File: config.mk
export PLATFORM = sky130hd
export DESIGN_NAME = rv64_instruction_decode_unit
export DESIGN_NICKNAME = d
export VERILOG_FILES = /design/src/hw/rtl/rv64id_pkg.sv /design/src/hw/rtl/rv64_instruction_decode_unit.sv
export SDC_FILE = /design/constraint.sdc
export NUM_CORES = 1
export LEC_CHECK = 0
export BUFFER_PORTS_ARGS = -buffer_cell sky130_fd_sc_hd__buf_2
export CAP_MARGIN = 25
export CORE_UTILIZATION = 53
export CTS_CLUSTER_SIZE = 28
export DETAILED_ROUTE_END_ITERATION = 12
export HOLD_SLACK_MARGIN = 0.08
export PLACE_DENSITY = 0.89
export SLEW_MARGIN = 0
export SYNTH_ARGS = -nofsm -noshare
export SYNTH_HDL_FRONTEND = slang
export SYNTH_SLANG_ARGS = --single-unit
export TNS_END_PERCENT = 50
File: constraint.sdc
create_clock -name clk -period 3.5 [get_ports clk]
set_input_delay 0.7 -clock clk [delete_from_list [all_inputs] [get_ports clk]]
set_output_delay 0.7 -clock clk [all_outputs]
set_load 0.02 [all_outputs]
File: src/hw/rtl/rv64id_pkg.sv
// Types and encodings for the RV64 instruction decode unit.
// Opcodes, class codes, OP-FP codes and the decoded record.
// No dependencies.
package rv64id_pkg;

	localparam int unsigned InWordW  = 32;
	localparam int unsigned OutDataW = 88;

	localparam logic [6:0] OPC_LUI      = 7'b0110111;
	localparam logic [6:0] OPC_AUIPC    = 7'b0010111;
	localparam logic [6:0] OPC_JAL      = 7'b1101111;
	localparam logic [6:0] OPC_JALR     = 7'b1100111;
	localparam logic [6:0] OPC_BRANCH   = 7'b1100011;
	localparam logic [6:0] OPC_LOAD     = 7'b0000011;
	localparam logic [6:0] OPC_STORE    = 7'b0100011;
	localparam logic [6:0] OPC_OP_IMM   = 7'b0010011;
	localparam logic [6:0] OPC_OP       = 7'b0110011;
	localparam logic [6:0] OPC_MISC_MEM = 7'b0001111;
	localparam logic [6:0] OPC_SYSTEM   = 7'b1110011;
	localparam logic [6:0] OPC_OP_IMM32 = 7'b0011011;
	localparam logic [6:0] OPC_OP32     = 7'b0111011;
	localparam logic [6:0] OPC_LOAD_FP  = 7'b0000111;
	localparam logic [6:0] OPC_STORE_FP = 7'b0100111;
	localparam logic [6:0] OPC_OP_FP    = 7'b1010011;

	// funct3 of the shift forms
	localparam logic [2:0] F3_SLL = 3'd1;
	localparam logic [2:0] F3_SR  = 3'd5;

	// OP-FP funct7 groups
	localparam logic [6:0] F7_FADD  = 7'h00;
	localparam logic [6:0] F7_FSUB  = 7'h04;
	localparam logic [6:0] F7_FMUL  = 7'h08;
	localparam logic [6:0] F7_FDIV  = 7'h0C;
	localparam logic [6:0] F7_FSGNJ = 7'h10;
	localparam logic [6:0] F7_FMVXW = 7'h70;
	localparam logic [6:0] F7_FMVWX = 7'h78;
	localparam logic [6:0] F7_FCMP  = 7'h50;
	localparam logic [6:0] F7_FCVTI = 7'h60;
	localparam logic [6:0] F7_FCVTS = 7'h68;

	typedef enum logic [4:0] {
		CLS_INVALID   = 5'd0,
		CLS_JAL       = 5'd1,
		CLS_SYSTEM    = 5'd2,
		CLS_OP_IMM    = 5'd3,
		CLS_BRANCH    = 5'd4,
		CLS_JALR      = 5'd5,
		CLS_AUIPC     = 5'd6,
		CLS_STORE     = 5'd7,
		CLS_LOAD      = 5'd8,
		CLS_OP_IMM32  = 5'd9,
		CLS_MISC_MEM  = 5'd10,
		CLS_LUI       = 5'd11,
		CLS_OP        = 5'd12,
		CLS_OP32      = 5'd13,
		CLS_LOAD_FP   = 5'd14,
		CLS_STORE_FP  = 5'd15,
		CLS_OP_FP     = 5'd16
	} insn_class_t;

	typedef enum logic [4:0] {
		FP_ADD     = 5'd0,
		FP_SUB     = 5'd1,
		FP_MUL     = 5'd2,
		FP_DIV     = 5'd3,
		FP_SGNJ    = 5'd4,
		FP_SGNJN   = 5'd5,
		FP_SGNJX   = 5'd6,
		FP_MVXW    = 5'd7,
		FP_CLASS   = 5'd8,
		FP_MVWX    = 5'd9,
		FP_EQ      = 5'd10,
		FP_LT      = 5'd11,
		FP_LE      = 5'd12,
		FP_CVT_W_S = 5'd13,
		FP_CVT_S_W = 5'd17
	} fp_op_t;

	typedef struct packed {
		insn_class_t  insn_class;
		logic [14:0]  sub_type;
		logic [31:0]  immediate;
		logic [4:0]   dest_reg;
		logic [4:0]   src1_reg;
		logic [4:0]   src2_reg;
		logic [11:0]  csr_number;
		logic [2:0]   round_mode;
		logic         fault;
	} decode_t;

endpackage

File: src/hw/rtl/rv64_instruction_decode_unit.sv
// RV64 instruction decode unit: one 32-bit word in, one decoded record out.
// Depends on rv64id_pkg.
//
// Stages: an input register, then decode into the result register. Throughput:
// one word per cycle while the sink does not stall.
// Ready to the source drops only when both stages hold a word and the sink stalls.
// Reset clears both stage valid flags; payload registers are not reset.
module rv64_instruction_decode_unit (
	input  logic                          clk,
	input  logic                          arst_n,
	input  logic                          s_axis_tvalid,
	output logic                          s_axis_tready,
	input  logic [rv64id_pkg::InWordW-1:0] s_axis_tdata,  // [31:0] instruction_word
	output logic                          m_axis_tvalid,
	input  logic                          m_axis_tready,
	// [4:0] insn_class, [19:5] sub_type, [51:20] immediate, [56:52] dest_reg,
	// [61:57] src1_reg, [66:62] src2_reg, [78:67] csr_number, [81:79] round_mode,
	// [87:82] zero
	output logic [rv64id_pkg::OutDataW-1:0] m_axis_tdata,
	output logic                          m_axis_tuser   // [0] fault
);
	import rv64id_pkg::*;

	logic                valid_s1;
	logic [InWordW-1:0]  word_s1;
	logic                valid_s2;
	decode_t             rec_s2;
	decode_t             dec;
	logic                adv_s1;

	logic [6:0]  opc;
	logic [4:0]  rd, rs1, rs2;
	logic [2:0]  f3;
	logic [6:0]  f7;
	logic [31:0] imm_i, imm_s, imm_b, imm_u, imm_j, imm_sh;
	logic [4:0]  fp_sub;
	logic        fp_ok;

	assign adv_s1        = valid_s1 && (!valid_s2 || m_axis_tready);
	assign s_axis_tready = !valid_s1 || adv_s1;

	always_ff @(posedge clk or negedge arst_n) begin
		if (!arst_n) begin
			valid_s1 <= 1'b0;
		end else if (s_axis_tready) begin
			valid_s1 <= s_axis_tvalid;
		end
	end

	always_ff @(posedge clk) begin
		if (s_axis_tvalid && s_axis_tready) begin
			word_s1 <= s_axis_tdata;
		end
	end

	always_ff @(posedge clk or negedge arst_n) begin
		if (!arst_n) begin
			valid_s2 <= 1'b0;
		end else if (!valid_s2 || m_axis_tready) begin
			valid_s2 <= valid_s1;
		end
	end

	always_ff @(posedge clk) begin
		if (adv_s1) begin
			rec_s2 <= dec;
		end
	end

	assign opc = word_s1[6:0];
	assign rd  = word_s1[11:7];
	assign f3  = word_s1[14:12];
	assign rs1 = word_s1[19:15];
	assign rs2 = word_s1[24:20];
	assign f7  = word_s1[31:25];

	assign imm_i  = {{20{word_s1[31]}}, word_s1[31:20]};
	assign imm_s  = {{20{word_s1[31]}}, word_s1[31:25], word_s1[11:7]};
	assign imm_b  = {{19{word_s1[31]}}, word_s1[31], word_s1[7], word_s1[30:25],
		word_s1[11:8], 1'b0};
	assign imm_u  = {word_s1[31:12], 12'b0};
	assign imm_j  = {{11{word_s1[31]}}, word_s1[31], word_s1[19:12], word_s1[20],
		word_s1[30:21], 1'b0};
	assign imm_sh = {26'b0, word_s1[25:20]};

	// dense OP-FP code; fp_ok low for anything malformed or unsupported
	always_comb begin
		fp_sub = 5'd0;
		fp_ok  = 1'b0;
		unique case (f7)
			F7_FADD: begin fp_sub = FP_ADD; fp_ok = 1'b1; end
			F7_FSUB: begin fp_sub = FP_SUB; fp_ok = 1'b1; end
			F7_FMUL: begin fp_sub = FP_MUL; fp_ok = 1'b1; end
			F7_FDIV: begin fp_sub = FP_DIV; fp_ok = 1'b1; end
			F7_FSGNJ: begin
				fp_sub = FP_SGNJ + {2'b0, f3};
				fp_ok  = (f3 <= 3'd2);
			end
			F7_FMVXW: begin
				fp_sub = (f3 == 3'd0) ? FP_MVXW : FP_CLASS;
				fp_ok  = (rs2 == 5'd0) && (f3 <= 3'd1);
			end
			F7_FMVWX: begin
				fp_sub = FP_MVWX;
				fp_ok  = (rs2 == 5'd0) && (f3 == 3'd0);
			end
			F7_FCMP: begin
				fp_sub = FP_LE - {2'b0, f3};
				fp_ok  = (f3 <= 3'd2);
			end
			F7_FCVTI: begin
				fp_sub = FP_CVT_W_S + rs2;
				fp_ok  = (rs2 <= 5'd3);
			end
			F7_FCVTS: begin
				fp_sub = FP_CVT_S_W + rs2;
				fp_ok  = (rs2 <= 5'd3);
			end
			default: begin
				fp_sub = 5'd0;
				fp_ok  = 1'b0;
			end
		endcase
	end

	always_comb begin
		dec = '0;
		unique case (opc)
			OPC_JAL: begin
				dec.insn_class = CLS_JAL;
				dec.immediate  = imm_j;
				dec.dest_reg   = rd;
			end
			OPC_SYSTEM: begin
				dec.insn_class = CLS_SYSTEM;
				dec.csr_number = word_s1[31:20];
				dec.src1_reg   = rs1;
				dec.dest_reg   = rd;
				dec.sub_type   = (f3 == 3'd0) ? {word_s1[31:20], 3'b0} : {12'b0, f3};
			end
			OPC_OP_IMM: begin
				dec.insn_class = CLS_OP_IMM;
				dec.src1_reg   = rs1;
				dec.dest_reg   = rd;
				if (f3 == F3_SLL || f3 == F3_SR) begin
					dec.sub_type  = {5'b0, word_s1[31:26], 1'b0, f3};
					dec.immediate = imm_sh;
				end else begin
					dec.sub_type  = {12'b0, f3};
					dec.immediate = imm_i;
				end
			end
			OPC_BRANCH: begin
				dec.insn_class = CLS_BRANCH;
				dec.sub_type   = {12'b0, f3};
				dec.immediate  = imm_b;
				dec.src1_reg   = rs1;
				dec.src2_reg   = rs2;
			end
			OPC_JALR: begin
				dec.insn_class = CLS_JALR;
				dec.immediate  = imm_i;
				dec.src1_reg   = rs1;
				dec.dest_reg   = rd;
			end
			OPC_AUIPC: begin
				dec.insn_class = CLS_AUIPC;
				dec.immediate  = imm_u;
				dec.dest_reg   = rd;
			end
			OPC_STORE: begin
				dec.insn_class = CLS_STORE;
				dec.sub_type   = {12'b0, f3};
				dec.immediate  = imm_s;
				dec.src1_reg   = rs1;
				dec.src2_reg   = rs2;
			end
			OPC_LOAD: begin
				dec.insn_class = CLS_LOAD;
				dec.sub_type   = {12'b0, f3};
				dec.immediate  = imm_i;
				dec.src1_reg   = rs1;
				dec.dest_reg   = rd;
			end
			OPC_OP_IMM32: begin
				dec.insn_class = CLS_OP_IMM32;
				dec.src1_reg   = rs1;
				dec.dest_reg   = rd;
				if (f3 == F3_SLL || f3 == F3_SR) begin
					dec.sub_type  = {5'b0, f7, f3};
					dec.immediate = imm_sh;
				end else begin
					dec.sub_type  = {12'b0, f3};
					dec.immediate = imm_i;
				end
			end
			OPC_MISC_MEM: begin
				dec.insn_class = CLS_MISC_MEM;
				dec.sub_type   = {12'b0, f3};
			end
			OPC_LUI: begin
				dec.insn_class = CLS_LUI;
				dec.immediate  = imm_u;
				dec.dest_reg   = rd;
			end
			OPC_OP, OPC_OP32: begin
				dec.insn_class = (opc == OPC_OP) ? CLS_OP : CLS_OP32;
				dec.sub_type   = {5'b0, f7, f3};
				dec.src1_reg   = rs1;
				dec.src2_reg   = rs2;
				dec.dest_reg   = rd;
			end
			OPC_LOAD_FP: begin
				dec.insn_class = CLS_LOAD_FP;
				dec.immediate  = imm_i;
				dec.src1_reg   = rs1;
				dec.dest_reg   = rd;
			end
			OPC_STORE_FP: begin
				dec.insn_class = CLS_STORE_FP;
				dec.immediate  = imm_s;
				dec.src1_reg   = rs1;
				dec.src2_reg   = rs2;
			end
			OPC_OP_FP: begin
				dec.insn_class = CLS_OP_FP;
				if (fp_ok) begin
					dec.sub_type   = {10'b0, fp_sub};
					dec.round_mode = f3;
					dec.src1_reg   = rs1;
					dec.src2_reg   = rs2;
					dec.dest_reg   = rd;
				end else begin
					dec.fault = 1'b1;
				end
			end
			default: dec = '0;
		endcase
	end

	assign m_axis_tvalid = valid_s2;
	assign m_axis_tuser  = rec_s2.fault;
	assign m_axis_tdata  = {6'b0, rec_s2.round_mode, rec_s2.csr_number, rec_s2.src2_reg,
		rec_s2.src1_reg, rec_s2.dest_reg, rec_s2.immediate, rec_s2.sub_type,
		rec_s2.insn_class};

	// source is held off only when both stages are full and the sink stalls
	assert property (@(posedge clk) disable iff (!arst_n)
		!s_axis_tready |-> (valid_s1 && valid_s2 && !m_axis_tready))
		else $error("input stalled with a free stage");

	// a faulted word carries nothing but its class
	assert property (@(posedge clk) disable iff (!arst_n)
		(valid_s2 && rec_s2.fault) |->
		(rec_s2.insn_class == CLS_OP_FP && rec_s2.sub_type == 15'd0 &&
		rec_s2.immediate == 32'd0 && rec_s2.round_mode == 3'd0))
		else $error("fault record with live fields");

	// an invalid word gives an all-zero record
	assert property (@(posedge clk) disable iff (!arst_n)
		(valid_s2 && rec_s2.insn_class == CLS_INVALID) |-> (rec_s2 == '0))
		else $error("invalid record not cleared");

	// a stalled result must not be overwritten
	assert property (@(posedge clk) disable iff (!arst_n)
		(valid_s2 && !m_axis_tready) |=> $stable(rec_s2))
		else $error("held result changed");

endmodule

==> results_dict.tcl, run 1 <==
set metrics [dict create \
    power.density_mw_per_mm2 565 \
    critPathLaunchType "flop" \
    ios 127 \
    io_buffers 120 \
    dieArea_sq_mm 0.0104 \
    synth.avg_cell_area_sq_um 13.7 \
    yosys_warnings 0 \
    row_count 36 \
    synth_flop_cell "edfxtp_1" \
    ys_async_sr_fraction_pct 1.71 \
    clkLatencyLatePin_ns 0.52 \
    htree_levels 4 \
    worstSetupEndpointType "flop" \
    first_pass_iters 5 \
    post-cts-setup-buffers 0 \
    cts_buffers 17 \
    antenna_cells 0 \
    avgViaCountPerCell 5.56 \
    crit_fanout 12 \
    ys_seq_area_share_pct 66.4 \
    post-place-ws_ns 0.827 \
    syn_to_final_growth_pct 24.7 \
    fin_setup_tns_ns 0 \
    cts_buffer_depth 2 \
    arrival_ns 2.99 \
    post-route-period-util_pct 77.6 \
    n_fill_cell 737 \
    layout_commonest_cell "buf_2" \
    antenna_found_initial 0 \
    cts_repair_resize_count 0 \
    clockRootBuffer "clkbuf_8" \
    grt_use_total_pct 23.8 \
    drv_slew 0 \
    tightestPinTransition_ns 0.821 \
    ys_ff_latch 117 \
    cap_violations 0 \
    cts_sinks 117 \
    synth_area_sq_mm 0.00528 \
    ir_drop_v 0.000318 \
    core-area_sq_mm 0.00973 \
    slew_headroom_pct 45.3 \
    synth_edf_count 115 \
    required_ns 3.78 \
    min_period_ns 2.72 \
    gp_congestion 0.929 \
    finalWirelength_um 12000 \
    wire_per_inst_um 18.2 \
    die_h_um 102 \
    p_leak_nw 2.80 \
    setup_violations 0 \
    hp-class "input port to flop" \
    final_cell_mix "120 x buf_2, 115 x edfxtp_1, 24 x and2_1" \
    num_vias 3662 \
    drt_iter0_drc 248 \
    criticalPathCategory "flop to flop" \
    drt_drc_violations_left 0 \
    grt_pass1_wl_um 17800 \
    synth_cell_type_count 55 \
    grt_overflow 0 \
    cts.clk_slew.worst_paths_ns 0.06 \
    fmax_mhz 368 \
    nets 557 \
    cts_tree "done" \
    finClkSkew_ns 0.00627 \
    grt_pass1_vias 3368 \
    die_w_um 102 \
    antenna_left 0 \
    timing.final.ws_setup_ns 0.783 \
    status "finished clean" \
    ctsHoldBuffers 1 \
    hold_viol 0 \
    grt_max_degree 37 \
    initial_core_util_pct 54.2 \
    rsz0062_at_grt "no" \
    drive_above_1_share_pct 34.0 \
    dpl.hpwl_um 8090 \
    synthCells 385 \
]
per-stage QoR:
stage	total power, mW	utilization, %	std cells	hold slack [ns]	instance area, sq um
after detailed placement	2.09	61.7	626	0.487	6000
final	3.72	67.6	659	0.349	6580
after floorplan	1.96	-	390	0.404	5300
after global routing	3.83	67.6	659	0.340	6580
after CTS	3.73	67.6	659	0.334	6580
after global placement	2.08	61.7	626	0.469	6000
routing by layer:
metal	global-route usage [%]	share of wire, %
met2	38.0	49
met4	9.92	1.9
met3	5.24	6.0
met1	31.5	43
met5	0	0
critical path: stages, from the launching register on:
cell,delay [ns]
edfxtp_1,0.46
inv_1,0.13
ha_1,0.20
ha_1,0.32
nand2_1,0.17
a2111oi_4,0.11
o41ai_4,0.52
buf_4,0.30
nand2_1,0.09
and2_1,0.17
cell type report:
cell class / count / area (sq um) / share of cell area [%]
Sequential cell: 117 / 3500 / 53.2
Multi-Input combinational cell: 240 / 1640 / 24.9
Timing Repair Buffer: 130 / 678 / 10.3
Clock buffer: 17 / 414 / 6.29
Tap cell: 133 / 166 / 2.53
Clock inverter: 15 / 155 / 2.36
Inverter: 7 / 26.3 / 0.399
kinds of logic after synthesis:
group | synth area share (%)
buf+inv | 3.11
other cells | 0.0711
flops | 66.4
mux | 0.190
compound gates | 13.3
fa+ha+maj | 2.09
simple gates | 14.0
xor+xnor | 0.830
synthesized netlist by cell type, drive strengths merged, types with 2 or more instances:
cell     instances  area [sq um]
or3              3          18.8
a21o            22           165
edfxtp         115          3450
or4b             2          27.5
buf             11          81.3
nor2            21          78.8
a21boi           6          71.3
nor3             7          35.0
nand2           20          75.1
and2            27           169
clkbuf          15          56.3
ha               8           100
a221oi           2          17.5
a21oi           18          90.1
o21ai           15          75.1
inv              7          26.3
a22o            10          87.6
a22oi            3          22.5
xnor2            3          26.3
a31oi            2          12.5
nand2b          11          68.8
a211oi           3          22.5
a31o             2          17.5
nand3            3          15.0
a2111oi          2          36.3
nor2b           10          75.1
nor3b            3          22.5
nor4             7          50.1
dfrtp            2          50.1
or4              2          15.0
xor2             2          17.5
and3             6          37.5
o22ai            2          12.5
final timing paths:
kind / from / endpoint / slack (ns) / cells after the start
setup / recovery: word_s1[13] / m_axis_tdata[64] / 0.78 / 9
hold / removal: s_axis_tdata[15] / word_s1[15] / 0.35 / 1
setup reg to reg: word_s1[13] / m_axis_tdata[64] / 0.78 / 9
hold reg to reg: valid_s1 / m_axis_tvalid / 0.49 / 1
max in group asynchronous: arst_n / m_axis_tvalid / 2.91 / 2
min in group asynchronous: arst_n / valid_s1 / 0.49 / 2
state kept, by name (all words and copies together) (netlist names):
register and flops:
m_axis_tdata 82, word_s1 32, m_axis_tuser 1, m_axis_tvalid 1, valid_s1 1
power by group:
group | total [mW] | internal [mW] | switching (mW) | leakage [nW]
logic | 0.345 | 0.116 | 0.229 | 1.37
clock network | 1.66 | 1.01 | 0.643 | 0.266
registers | 1.72 | 1.65 | 0.0696 | 1.17
total | 3.72 | 2.78 | 0.942 | 2.80
(Power assumes the default switching activity.)
==> inputs of run 2 (changes only) <==
- clock period: 3.5 -> 2.8 ns (I/O delays scaled with it)
==> run 2 against run 1 <==
Against the previous run: design area rose by 2.2%; register-to-register slack worse by 0.55 ns; critical path type unchanged; largest power group unchanged; fmax grew 6.0%.
==> results_dict.tcl, run 2 (same netlist as run 1, synthesis figures left out) <==
set metrics [dict create \
    status "finished clean" \
    first_pass_iters 5 \
    timing.final.ws_setup_ns 0.236 \
    power.density_mw_per_mm2 696 \
    power_switching_mw 1.12 \
    post-route-period-util_pct 91.6 \
    drive_above_1_share_pct 36.0 \
    cts_buffer_depth 2 \
    antenna_left 0 \
    grt_pass1_wl_um 18500 \
    slew_headroom_pct 47.2 \
    clkPwrFrac_pct 44.5 \
    final_cell_mix "120 x buf_2, 115 x edfxtp_1, 24 x and2_1" \
    path_buf_inv 0 \
    clkLatencyLatePin_ns 0.51 \
    row_count 36 \
    seqCellArea_sq_mm 0.00350 \
    fmax_mhz 390 \
    clockRootBuffer "clkbuf_8" \
    antenna_cells 0 \
    arrival_ns 2.81 \
    gp_congestion 0.897 \
    cts.clk_slew.worst_paths_ns 0.06 \
    power_frac_seq_pct 45.4 \
    syn_to_final_growth_pct 27.4 \
    die_w_um 102 \
    die_h_um 102 \
    cts_buffers 17 \
    required_ns 3.05 \
    n_fill_cell 697 \
    crit_path_max_incr_delay_ns 0.54 \
    avgViaCountPerCell 5.49 \
    p_leak_nw 2.88 \
    dieArea_sq_mm 0.0104 \
    worstSetupEndpointType "flop" \
    grt_pass1_vias 3560 \
    io_buffers 120 \
    grt_overflow 0 \
    drt_drc_violations_left 0 \
    critPathTopFamily "compound AO/OA/AOI/OAI gates" \
    cts_tree "done" \
    criticalPathCategory "flop to flop" \
    core-area_sq_mm 0.00973 \
    cp_cell_sequence "nor3_1 > and2_0 > nand2_1 > ha_1 > a31oi_1 > xnor2_1 > a221oi_1 > o21ai_0" \
    largest_reg_flops 82 \
    drv_slew 0 \
    ios 127 \
    tightestPinTransition_ns 0.792 \
    multi_input_area_sq_mm 0.00164 \
    p_int_mw 3.56 \
    grt_max_degree 51 \
    cpMaxStageDelayCell "edfxtp_1" \
    power_frac_comb_pct 10.1 \
    wire_per_inst_um 17.4 \
    cts_sinks 117 \
    cts_repair_resize_count 0 \
    antenna_found_initial 0 \
    rsz0062_at_grt "no" \
    fin_setup_tns_ns 0 \
    cap_violations 0 \
    hold_viol 0 \
    post-place-ws_ns 0.0280 \
    hp-class "input port to flop" \
    htree_levels 4 \
    layout_commonest_cell "buf_2" \
    crit_fanout 7 \
    critPathLaunchType "flop" \
    switching_share_pct 24.0 \
    nets 573 \
    finClkSkew_ns 0.00534 \
    setup_violations 0 \
    dpl.hpwl_um 8090 \
    min_period_ns 2.56 \
    num_vias 3702 \
    grt_use_total_pct 24.6 \
    finalWirelength_um 11700 \
    initial_core_util_pct 54.2 \
    drt_iter0_drc 247 \
    ir_drop_v 0.000425 \
]
[run 2: through the flow]
step	area, sq um	cells	total power [mW]	hold WS, ns	util (%)
3_5_place_dp	6130	641	2.63	0.351	63.0
4_1_cts	6710	673	4.71	0.195	69.0
5_1_grt	6730	674	4.84	0.193	69.1
3_3_place_gp	6130	641	2.62	0.348	63.0
6_report	6730	674	4.68	0.217	69.1
2_1_floorplan	5300	390	2.45	0.264	-
[run 2: worst paths after layout]
| path | cells after the start | startpoint | endpoint | slack [ns] |
|---|---|---|---|---|
| min reg2reg | 1 | valid_s1 | m_axis_tvalid | 0.50 |
| max in group asynchronous | 2 | arst_n | valid_s1 | 2.33 |
| min | 1 | s_axis_tdata[13] | word_s1[13] | 0.22 |
| min in group asynchronous | 2 | arst_n | m_axis_tvalid | 0.37 |
| max reg2reg | 8 | word_s1[25] | m_axis_tdata[8] | 0.24 |
| max | 8 | word_s1[25] | m_axis_tdata[8] | 0.24 |
[run 2: final cells by class]
class                   count  share of cell area, %
clock buffers              17                   6.16
clock inverters            14                   2.42
inverters                   7                  0.391
multi-input cells         240                   24.4
flip-flops and latches    117                   52.1
well taps                 133                   2.47
repair buffers            146                   12.1
[run 2: what timing repair did]
| item | in CTS | in global routing |
|---|---|---|
| setup endpoints to repair | 0 | 0 |
| endpoints found under the hold margin | 2 | 0 |
| hold buffers | 1 | 0 |
| setup buffers | 0 | 0 |
[run 2: worst register-to-register path, cell delays in order, from the launching register on]
cell and delay [ns]:
edfxtp_1 0.54, nor3_1 0.32, and2_0 0.21, nand2_1 0.11, ha_1 0.33, a31oi_1 0.24
xnor2_1 0.13, a221oi_1 0.27, o21ai_0 0.15
[run 2: power groups by stage]
stage               clock network [mW]  logic, mW  registers (mW)
global placement                     0      0.462            2.16
finish                            2.09      0.471            2.13
floorplan                            0      0.197            2.25
CTS                               2.11      0.472            2.13
global route                      2.19      0.513            2.14
detailed placement                   0      0.469            2.16
[run 2: metal layers]
metal	GRT usage (%)	routed length, um
met4	11.3	227
met1	33.4	5130
met3	6.56	759
met2	37.3	5630
met5	0	0
